`src/rtl/cpfe_pkg.sv`:
```
// shared types, widths and codes for the cassette pulse front end
package cpfe_pkg;

    localparam int CNT_W    = 16;
    localparam int TOTAL_W  = CNT_W + 1;
    localparam int PROD_W   = 23;
    localparam int THRESH_W = 12;
    localparam int PERIOD_W = 4;
    localparam int PORT_W   = 8;
    localparam int FACTOR_W = 8;
    localparam int IDX_W    = 2;

    localparam int S_TDATA_W = 24;
    localparam int S_TUSER_W = 2;
    localparam int M_TDATA_W = 8;
    localparam int CFG_W     = 16;

    localparam logic [CNT_W-1:0]    CNT_MAX         = '1;
    localparam logic [PERIOD_W-1:0] PERIOD_MAX      = '1;
    localparam logic [CNT_W-1:0]    TIMEOUT_RST     = 16'd3000;
    localparam logic [CNT_W-1:0]    PERIOD_RST      = 16'd357;
    localparam logic [FACTOR_W-1:0] FACTOR_RST      = 8'd10;
    localparam logic [PORT_W-1:0]   PORT_B_RST      = 8'hff;
    localparam logic [THRESH_W-1:0] BASE_THRESH     = 12'd10;
    localparam logic [PERIOD_W-1:0] FLAG_LEVEL      = 4'd4;
    localparam logic [PERIOD_W-1:0] RESTART_LEVEL   = 4'd8;

    // port b bit roles
    localparam int PB_RESTART = 4;
    localparam int PB_MOTOR   = 6;
    localparam int PB_REWIND  = 7;

    typedef enum logic [1:0] {
        KIND_EAR   = 2'd0,
        KIND_TICK  = 2'd1,
        KIND_FRAME = 2'd2,
        KIND_PORT  = 2'd3
    } kind_t;

    typedef enum logic [IDX_W-1:0] {
        REG_TIMEOUT = 2'd0,
        REG_PERIOD  = 2'd1,
        REG_FACTOR  = 2'd2,
        REG_NONE    = 2'd3
    } cfg_idx_t;

    // commands from the controller to the datapath
    typedef struct packed {
        logic load;   // capture the input beat
        logic prod;   // form duty products for a frame strobe
        logic exec;   // update state and load the result register
    } ctl_cmd_t;

endpackage

```
`src/rtl/cpfe_ctrl.sv`:
```
// sequencer for the cassette pulse front end: input, product and result handshakes
module cpfe_ctrl (
    input  logic                  aclk,
    input  logic                  aresetn,
    input  logic                  s_tvalid,
    input  logic [1:0]            s_tuser,
    output logic                  s_tready,
    output logic                  m_tvalid,
    input  logic                  m_tready,
    output cpfe_pkg::ctl_cmd_t    cmd
);
    import cpfe_pkg::*;

    typedef enum logic [1:0] {
        ST_IDLE,
        ST_PROD,
        ST_EXEC
    } state_t;

    state_t state_reg, state_next;
    logic   m_valid_reg, m_valid_next;
    logic   out_free;

    assign out_free = !m_valid_reg || m_tready;
    assign s_tready = (state_reg == ST_IDLE);
    assign m_tvalid = m_valid_reg;

    always_comb begin
        state_next   = state_reg;
        m_valid_next = m_valid_reg && !m_tready;
        cmd          = '0;
        unique case (state_reg)
            ST_IDLE: begin
                if (s_tvalid) begin
                    cmd.load   = 1'b1;
                    state_next = (kind_t'(s_tuser) == KIND_FRAME) ? ST_PROD : ST_EXEC;
                end
            end
            ST_PROD: begin
                cmd.prod   = 1'b1;
                state_next = ST_EXEC;
            end
            ST_EXEC: begin
                if (out_free) begin
                    cmd.exec     = 1'b1;
                    m_valid_next = 1'b1;
                    state_next   = ST_IDLE;
                end
            end
            default: state_next = ST_IDLE;
        endcase
    end

    always_ff @(posedge aclk) begin
        if (!aresetn) begin
            state_reg   <= ST_IDLE;
            m_valid_reg <= 1'b0;
        end else begin
            state_reg   <= state_next;
            m_valid_reg <= m_valid_next;
        end
    end

endmodule

```
`src/rtl/cpfe_datapath.sv`:
```
// state, configuration and result logic of the cassette pulse front end
module cpfe_datapath (
    input  logic                            aclk,
    input  logic                            aresetn,
    input  cpfe_pkg::ctl_cmd_t              cmd,
    input  logic [cpfe_pkg::S_TDATA_W-1:0]  s_tdata,
    input  logic [cpfe_pkg::S_TUSER_W-1:0]  s_tuser,
    input  logic                            cfg_valid,
    input  logic [cpfe_pkg::IDX_W-1:0]      cfg_index,
    input  logic [cpfe_pkg::CFG_W-1:0]      cfg_data,
    output logic [cpfe_pkg::M_TDATA_W-1:0]  m_tdata
);
    import cpfe_pkg::*;

    // configuration
    logic [CNT_W-1:0]    timeout_reg, period_cfg_reg;
    logic [FACTOR_W-1:0] factor_reg;

    // captured beat
    kind_t             kind_reg;
    logic              ear_reg;
    logic [PORT_W-1:0] pdata_reg, pmask_reg;

    // frame products
    logic [PROD_W-1:0] h100_reg, t41_reg, t60_reg;
    logic              over_reg;

    // block state
    logic [PORT_W-1:0]   port_b_reg, port_b_next;
    logic                last_ear_reg, last_ear_next;
    logic                toggle_reg, toggle_next;
    logic                parity_reg, parity_next;
    logic                seen_reg, seen_next;
    logic [CNT_W-1:0]    since_reg, since_next;
    logic [CNT_W-1:0]    prescale_reg, prescale_next;
    logic [PERIOD_W-1:0] period_reg, period_next;
    logic                flag_reg, flag_next;
    logic [CNT_W-1:0]    high_reg, high_next;
    logic [CNT_W-1:0]    low_reg, low_next;
    logic                present_reg, present_next;

    logic [M_TDATA_W-1:0] out_reg;

    logic [TOTAL_W-1:0]  total;
    logic [THRESH_W-1:0] thresh;
    logic                rising, silent, restart;
    logic                par_a, tog_a;
    logic [CNT_W-1:0]    pre_inc;
    logic [PORT_W-1:0]   pb_new;

    assign total  = TOTAL_W'(high_reg) + TOTAL_W'(low_reg);
    assign thresh = port_b_reg[PB_REWIND] ? THRESH_W'(factor_reg) * THRESH_W'(10)
                                          : BASE_THRESH;

    always_comb begin
        port_b_next   = port_b_reg;
        last_ear_next = last_ear_reg;
        toggle_next   = toggle_reg;
        parity_next   = parity_reg;
        seen_next     = seen_reg;
        since_next    = since_reg;
        prescale_next = prescale_reg;
        period_next   = period_reg;
        flag_next     = flag_reg;
        high_next     = high_reg;
        low_next      = low_reg;
        present_next  = present_reg;
        rising        = 1'b0;
        silent        = 1'b0;
        restart       = 1'b0;
        par_a         = 1'b0;
        tog_a         = 1'b0;
        pre_inc       = '0;
        pb_new        = '0;
        unique case (kind_reg)
            KIND_EAR: begin
                last_ear_next = ear_reg;
                if (ear_reg) begin
                    high_next = (high_reg == CNT_MAX) ? CNT_MAX : high_reg + 1'b1;
                end else begin
                    low_next = (low_reg == CNT_MAX) ? CNT_MAX : low_reg + 1'b1;
                end
                rising = !last_ear_reg && ear_reg;
                silent = !seen_reg || (since_reg == CNT_MAX) || (since_reg > timeout_reg);
                if (rising) begin
                    par_a       = silent ? 1'b0 : parity_reg;
                    tog_a       = silent ? 1'b0 : toggle_reg;
                    seen_next   = 1'b1;
                    since_next  = '0;
                    parity_next = !par_a;
                    toggle_next = !par_a ? !tog_a : tog_a;
                end
                restart = !toggle_reg && toggle_next && (period_reg >= RESTART_LEVEL);
            end
            KIND_TICK: begin
                since_next = (since_reg == CNT_MAX) ? CNT_MAX : since_reg + 1'b1;
                pre_inc    = (prescale_reg == CNT_MAX) ? CNT_MAX : prescale_reg + 1'b1;
                if (pre_inc >= period_cfg_reg) begin
                    prescale_next = '0;
                    flag_next     = (period_reg >= FLAG_LEVEL);
                    period_next   = (period_reg == PERIOD_MAX) ? PERIOD_MAX
                                                               : period_reg + 1'b1;
                end else begin
                    prescale_next = pre_inc;
                end
            end
            KIND_FRAME: begin
                if (over_reg) begin
                    // floor(100h/t) in (40,60) is 100h >= 41t and 100h < 60t
                    present_next = (h100_reg >= t41_reg) && (h100_reg < t60_reg);
                    high_next    = '0;
                    low_next     = '0;
                end else begin
                    present_next = 1'b0;
                end
            end
            KIND_PORT: begin
                pb_new      = (port_b_reg & ~pmask_reg) | (pdata_reg & pmask_reg);
                port_b_next = pb_new;
                restart     = port_b_reg[PB_RESTART] && !pb_new[PB_RESTART];
            end
            default: ;
        endcase
        if (restart) begin
            period_next   = PERIOD_W'(1);
            prescale_next = '0;
            flag_next     = 1'b0;
        end
    end

    assign m_tdata = out_reg;

    // payload capture, products and result
    always_ff @(posedge aclk) begin
        if (cmd.load) begin
            kind_reg  <= kind_t'(s_tuser);
            ear_reg   <= s_tdata[0];
            pdata_reg <= s_tdata[8:1];
            pmask_reg <= s_tdata[16:9];
        end
        if (cmd.prod) begin
            h100_reg <= PROD_W'(high_reg) * PROD_W'(100);
            t41_reg  <= PROD_W'(total) * PROD_W'(41);
            t60_reg  <= PROD_W'(total) * PROD_W'(60);
            over_reg <= (total > TOTAL_W'(thresh));
        end
        if (cmd.exec) begin
            out_reg <= {2'b00, port_b_next[PB_REWIND], port_b_next[PB_MOTOR],
                        present_next, flag_next, toggle_next, !toggle_next};
        end
    end

    // configuration registers and block state
    always_ff @(posedge aclk) begin
        if (!aresetn) begin
            timeout_reg    <= TIMEOUT_RST;
            period_cfg_reg <= PERIOD_RST;
            factor_reg     <= FACTOR_RST;
            port_b_reg     <= PORT_B_RST;
            last_ear_reg   <= 1'b0;
            toggle_reg     <= 1'b0;
            parity_reg     <= 1'b0;
            seen_reg       <= 1'b0;
            since_reg      <= '0;
            prescale_reg   <= '0;
            period_reg     <= '0;
            flag_reg       <= 1'b0;
            high_reg       <= '0;
            low_reg        <= '0;
            present_reg    <= 1'b0;
        end else begin
            if (cfg_valid) begin
                unique case (cfg_idx_t'(cfg_index))
                    REG_TIMEOUT: timeout_reg    <= cfg_data;
                    REG_PERIOD:  period_cfg_reg <= cfg_data;
                    REG_FACTOR:  factor_reg     <= cfg_data[FACTOR_W-1:0];
                    REG_NONE:    ;
                    default:     ;
                endcase
            end
            if (cmd.exec) begin
                port_b_reg   <= port_b_next;
                last_ear_reg <= last_ear_next;
                toggle_reg   <= toggle_next;
                parity_reg   <= parity_next;
                seen_reg     <= seen_next;
                since_reg    <= since_next;
                prescale_reg <= prescale_next;
                period_reg   <= period_next;
                flag_reg     <= flag_next;
                high_reg     <= high_next;
                low_reg      <= low_next;
                present_reg  <= present_next;
            end
        end
    end

endmodule

```
`src/rtl/cassette_pulse_front_end_top.sv`:
```
// top level of the cassette pulse front end: controller plus datapath
//
//  channel  | direction | beat carries
//  ---------+-----------+------------------------------------------------------
//  s_       | in        | tuser: kind; tdata: ear_level, port_data, port_mask
//  m_       | out       | tdata: sid, rst5, count_flag, signal_present, motor, rewind
//  cfg_     | in        | cfg_index, cfg_data (always ready)
//
//  an input beat passes through capture and update, a frame strobe through capture,
//  product and update: the product step registers the duty products 100h, 41t and 60t
//  the update waits while a finished result still sits unaccepted on m_
//  synchronous active-low reset puts configuration and state registers to their defaults, port b to all ones
module cassette_pulse_front_end_top (
    input  logic                            aclk,
    input  logic                            aresetn,
    // input stream
    input  logic                            s_tvalid,
    output logic                            s_tready,
    // [0] ear_level, [8:1] port_data, [16:9] port_mask, rest zero
    input  logic [cpfe_pkg::S_TDATA_W-1:0]  s_tdata,
    // [1:0] kind
    input  logic [cpfe_pkg::S_TUSER_W-1:0]  s_tuser,
    // result stream
    output logic                            m_tvalid,
    input  logic                            m_tready,
    // [0] sid_level, [1] rst5_level, [2] count_flag, [3] signal_present,
    // [4] motor_on, [5] rewinding, [7:6] zero
    output logic [cpfe_pkg::M_TDATA_W-1:0]  m_tdata,
    // register writes
    input  logic                            cfg_valid,
    output logic                            cfg_ready,
    input  logic [cpfe_pkg::IDX_W-1:0]      cfg_index,
    input  logic [cpfe_pkg::CFG_W-1:0]      cfg_data
);
    import cpfe_pkg::*;

    ctl_cmd_t cmd;

    // register writes are registered directly, so the port never stalls
    assign cfg_ready = 1'b1;

    cpfe_ctrl u_ctrl (
        .aclk     (aclk),
        .aresetn  (aresetn),
        .s_tvalid (s_tvalid),
        .s_tuser  (s_tuser),
        .s_tready (s_tready),
        .m_tvalid (m_tvalid),
        .m_tready (m_tready),
        .cmd      (cmd)
    );

    cpfe_datapath u_dp (
        .aclk      (aclk),
        .aresetn   (aresetn),
        .cmd       (cmd),
        .s_tdata   (s_tdata),
        .s_tuser   (s_tuser),
        .cfg_valid (cfg_valid),
        .cfg_index (cfg_index),
        .cfg_data  (cfg_data),
        .m_tdata   (m_tdata)
    );

endmodule

```
`config.mk`:
```
export PLATFORM = sky130hd
export DESIGN_NAME = cassette_pulse_front_end_top
export DESIGN_NICKNAME = d
export VERILOG_FILES = /design/src/rtl/cpfe_pkg.sv /design/src/rtl/cpfe_ctrl.sv /design/src/rtl/cpfe_datapath.sv /design/src/rtl/cassette_pulse_front_end_top.sv
export SDC_FILE = /design/constraint.sdc
export NUM_CORES = 1
export LEC_CHECK = 0
export BUFFER_PORTS_ARGS = -buffer_cell sky130_fd_sc_hd__buf_2
export CORE_ASPECT_RATIO = 1.2
export CORE_MARGIN = 5
export CORE_UTILIZATION = 60
export DETAILED_ROUTE_END_ITERATION = 10
export HOLD_SLACK_MARGIN = 0.03
export PLACE_DENSITY = 0.86
export SYNTH_ARGS = -nofsm -noshare
export SYNTH_HDL_FRONTEND = slang
export SYNTH_SLANG_ARGS = --single-unit
```
`constraint.sdc`:
```
create_clock -name aclk -period 14.25 [get_ports aclk]
set_input_delay 0 -clock aclk [delete_from_list [all_inputs] [get_ports aclk]]
set_output_delay 0 -clock aclk [all_outputs]
set_load 0.05 [all_outputs]
```
==> flow_metrics.env <==
export IMPL_status="finished, final reports clean"
export IMPL_gr_total_overflow=0
export IMPL_yosys_cell_types_count=95
export IMPL_largest_reg_flops=23
export IMPL_power_density_mw_per_mm2=67.60
export IMPL_worstSetupPathType="flip-flop to flip-flop"
export IMPL_finalSetupViolCount=0
export IMPL_syn_inst=1774
export IMPL_fin_nets=2190
export IMPL_wl_microns=37720
export IMPL_wl_per_cell_microns=17.31
export IMPL_rrSetupSlack_ns=7.94
export IMPL_clkTransAtPathRegs_ns=0.08
export IMPL_rows=65
export IMPL_cts_root_buf="clkbuf_16"
export IMPL_yosysTopAreaCell="ha_1"
export IMPL_yosysWarnings=0
export IMPL_synth_edff_count=80
export IMPL_start_kind="flip-flop"
export IMPL_yosysMostFrequentCell="ha_1"
export IMPL_max_slew_worst_pin_slew_ns=0.9279
export IMPL_ir_drop_mv=0.08047
export IMPL_grt_pass1_wl_microns=62360
export IMPL_drt_pass1_iter_count=5
export IMPL_die_x_microns=159.7
export IMPL_initialDrtViolationCount=662
export IMPL_synth_common_cells="ha_1 (265), inv_1 (234), a21oi_1 (154), nand2_1 (132), dfxtp_1 (120)"
export IMPL_seq_area_frac_synth_pct=29.80
export IMPL_reg2reg_to="u_dp.t41_reg[22]$_DFFE_PP_"
export IMPL_endpoint_kind="flip-flop"
export IMPL_syn_area_sq_mm=0.01613
export IMPL_ys_ff_latch=200
export IMPL_numPortBuffers=39
export IMPL_startpoint="u_dp.high_reg[0]$_SDFFE_PN0P_"
export IMPL_reg2reg_depth=23
export IMPL_numCtsBuffers=17
export IMPL_grt_max_degree=84
export IMPL_fin_setup_tns_ns=0
export IMPL_worstReg2RegStart="u_dp.high_reg[0]$_SDFFE_PN0P_"
export IMPL_max_cap_violations=0
export IMPL_synth_avg_cell_area_sq_um=9.090
export IMPL_dieArea_sq_mm=0.03027
export IMPL_drive_gt1_share_pct=6.887
export IMPL_detail_route_vias_per_cell=5.992
export IMPL_dp_hpwl_microns=28440
export IMPL_critical_path_peak_fanout=9
export IMPL_grt_pass1_vias=13390
export IMPL_leakage_nw=8.688
export IMPL_cts_buffer_depth=2
export IMPL_synth_area_top_cells="ha_1 (21%), dfxtp_1 (15%), edfxtp_1 (15%), fa_1 (5.6%), inv_1 (5.4%)"
export IMPL_boundaryPins=60
export IMPL_remaining_drc_errors=0
export IMPL_core_sq_mm=0.02643
export IMPL_post_dp_cell_area_sq_mm=0.01665
export IMPL_cts_htree_levels=4
export IMPL_synthArstFlopShare_pct=0
export IMPL_multi_input_area_sq_mm=0.01027
export IMPL_crit_required_ns=14.47
export IMPL_hp_class="input pin to flip-flop"
export IMPL_arrival_ns=6.53
export IMPL_grt_use_total_pct=25.06
export IMPL_finalMaxSlewViolations=0
export IMPL_fmax_mhz=158.5
export IMPL_final_area_sq_mm=0.01756
export IMPL_nFillCells=1862
export IMPL_finalPower_w=0.001187
export IMPL_dp_cells=2116
export IMPL_period_share_pct=44.28
export IMPL_min_from="cfg_index[0]"
export IMPL_yosys_area_top_type_share_pct=20.56
export IMPL_synth_top_flop_cell="dfxtp_1"
export IMPL_hold_depth=5
export IMPL_seq_area_sq_mm=0.004805
export IMPL_clk_latency_ns=0.46
export IMPL_antenna_found_initial=0
export IMPL_rsz0062_at_grt="no"
export IMPL_skew_ns=0.01435
export IMPL_syn_to_final_growth_pct=8.915
export IMPL_ant_nets=0
export IMPL_cts_tree="built"
export IMPL_start_util_pct=61.01
export IMPL_slew_headroom_pct=37.70
export IMPL_fin_crit_ns=6.311
export IMPL_vias=13060
export IMPL_fp_dieH_microns=189.6
export IMPL_place_congestion=0.8866
export IMPL_final_cells=2179
export IMPL_finalHoldViolCount=0
export IMPL_hold_path_endpoint="u_dp.timeout_reg[0]$_SDFFE_PN0P_"
export IMPL_cts_sinks=200
export IMPL_diodes=0
[cells in the final DEF, fill, tap and decap left out, types with 23 or more instances in the layout]
| master | synthesis | final |
|---|---|---|
| inv_1 | 234 | 233 |
| a21oi_1 | 154 | 154 |
| xnor2_1 | 60 | 60 |
| dfxtp_1 | 120 | 120 |
| nor3_1 | 29 | 29 |
| nor2_1 | 85 | 85 |
| nand2_1 | 132 | 132 |
| edfxtp_1 | 80 | 80 |
| nand3_1 | 46 | 46 |
| xor2_1 | 23 | 23 |
| fa_1 | 45 | 45 |
| buf_2 | 3 | 39 |
| o21ai_0 | 81 | 81 |
| a21o_1 | 47 | 47 |
| nand2b_1 | 27 | 27 |
| dlygate4sd3_1 | 0 | 31 |
| and3_1 | 25 | 25 |
| ha_1 | 265 | 265 |
[timing repair]
| action | 4_1_cts | 5_1_grt |
|---|---|---|
| setup buffers | 0 | 0 |
| resized for setup | 0 | 0 |
| endpoints found under the setup margin | 0 | 0 |
| hold buffers | 31 | 0 |
| hold endpoints to repair | 55 | 0 |
[report_power, final]
group | total [W] | internal, W | leakage, nW | switching, W
logic | 0.0000852 | 0.0000318 | 6.72 | 0.0000534
clock network | 0.000493 | 0.000239 | 0.296 | 0.000254
registers | 0.000609 | 0.000603 | 1.67 | 0.00000623
[layout make-up]
| cell class | instances | share of cell area, % |
|---|---|---|
| clock buffer | 17 | 2.422 |
| clock inverter | 15 | 1.026 |
| inverter | 239 | 5.122 |
| multi-input combinational | 1295 | 58.47 |
| timing repair buffer | 78 | 3.220 |
| tap | 335 | 2.387 |
| sequential | 200 | 27.36 |
[critical path, cell delays in order (launching register included)]
cell,delay (ns)
dfxtp_1,0.32
buf_4,0.21
ha_1,0.24
inv_1,0.07
fa_1,0.40
nor2b_1,0.26
o2111ai_2,0.16
nand4_2,0.16
a21oi_1,0.11
a21oi_2,0.24
a311oi_2,0.16
xnor2_1,0.70
inv_1,0.38
fa_1,0.61
inv_1,0.04
ha_1,0.29
ha_1,0.36
and3_1,0.19
a21oi_1,0.24
a21oi_1,0.15
a211oi_1,0.42
a21oi_1,0.13
nor2_1,0.14
xnor2_1,0.08
[metal layers]
| metal | part of all wire [%] | vias up | GRT usage [%] |
|---|---|---|---|
| met1 | 38 | 6186 | 26.56 |
| li1 | - | 6358 | - |
| met2 | 51 | 377 | 45.84 |
| met5 | 0 | - | 0 |
| met3 | 4.3 | 136 | 3.597 |
| met4 | 6.9 | 0 | 17.36 |
[worst max-delay path by stage]
stage	end	slack [ns]	cells after the start
finish	u_dp.t41_reg[22]$_DFFE_PP_	7.94	23
global route	u_dp.t41_reg[22]$_DFFE_PP_	7.58	23
CTS	u_dp.t41_reg[22]$_DFFE_PP_	8.02	23
detailed placement	u_dp.t41_reg[22]$_DFFE_PP_	8.01	23
global placement	u_dp.t41_reg[22]$_DFFE_PP_	8.30	23
floorplan	u_dp.t41_reg[22]$_DFFE_PP_	9.01	21
[metrics by stage]
stage / hold slack (ns) / setup WS [ns] / util (%)
2_1_floorplan: 0.09887 / 9.012 / -
3_3_place_gp: 0.1782 / 8.302 / 62.98
3_5_place_dp: 0.1784 / 8.007 / 62.98
4_1_cts: 0.06641 / 8.019 / 66.45
5_1_grt: 0.1594 / 7.577 / 66.45
6_report: 0.1540 / 7.939 / 66.45
[cells by family (layout without fill, tap and decap cells)]
logic type / Yosys count / in the layout / synth area share (%)
AND/OR/NAND/NOR: 445 / 445 / 13.68
AO/OA/AOI/OAI: 433 / 433 / 17.43
adder cells (fa/ha/maj): 312 / 312 / 26.28
buffers and inverters: 280 / 349 / 6.626
flip-flops: 200 / 200 / 29.80
XOR/XNOR: 89 / 89 / 5.323
multiplexers: 13 / 13 / 0.8225
other: 2 / 3 / 0.04657
Power figures use the tool's default switching activity.
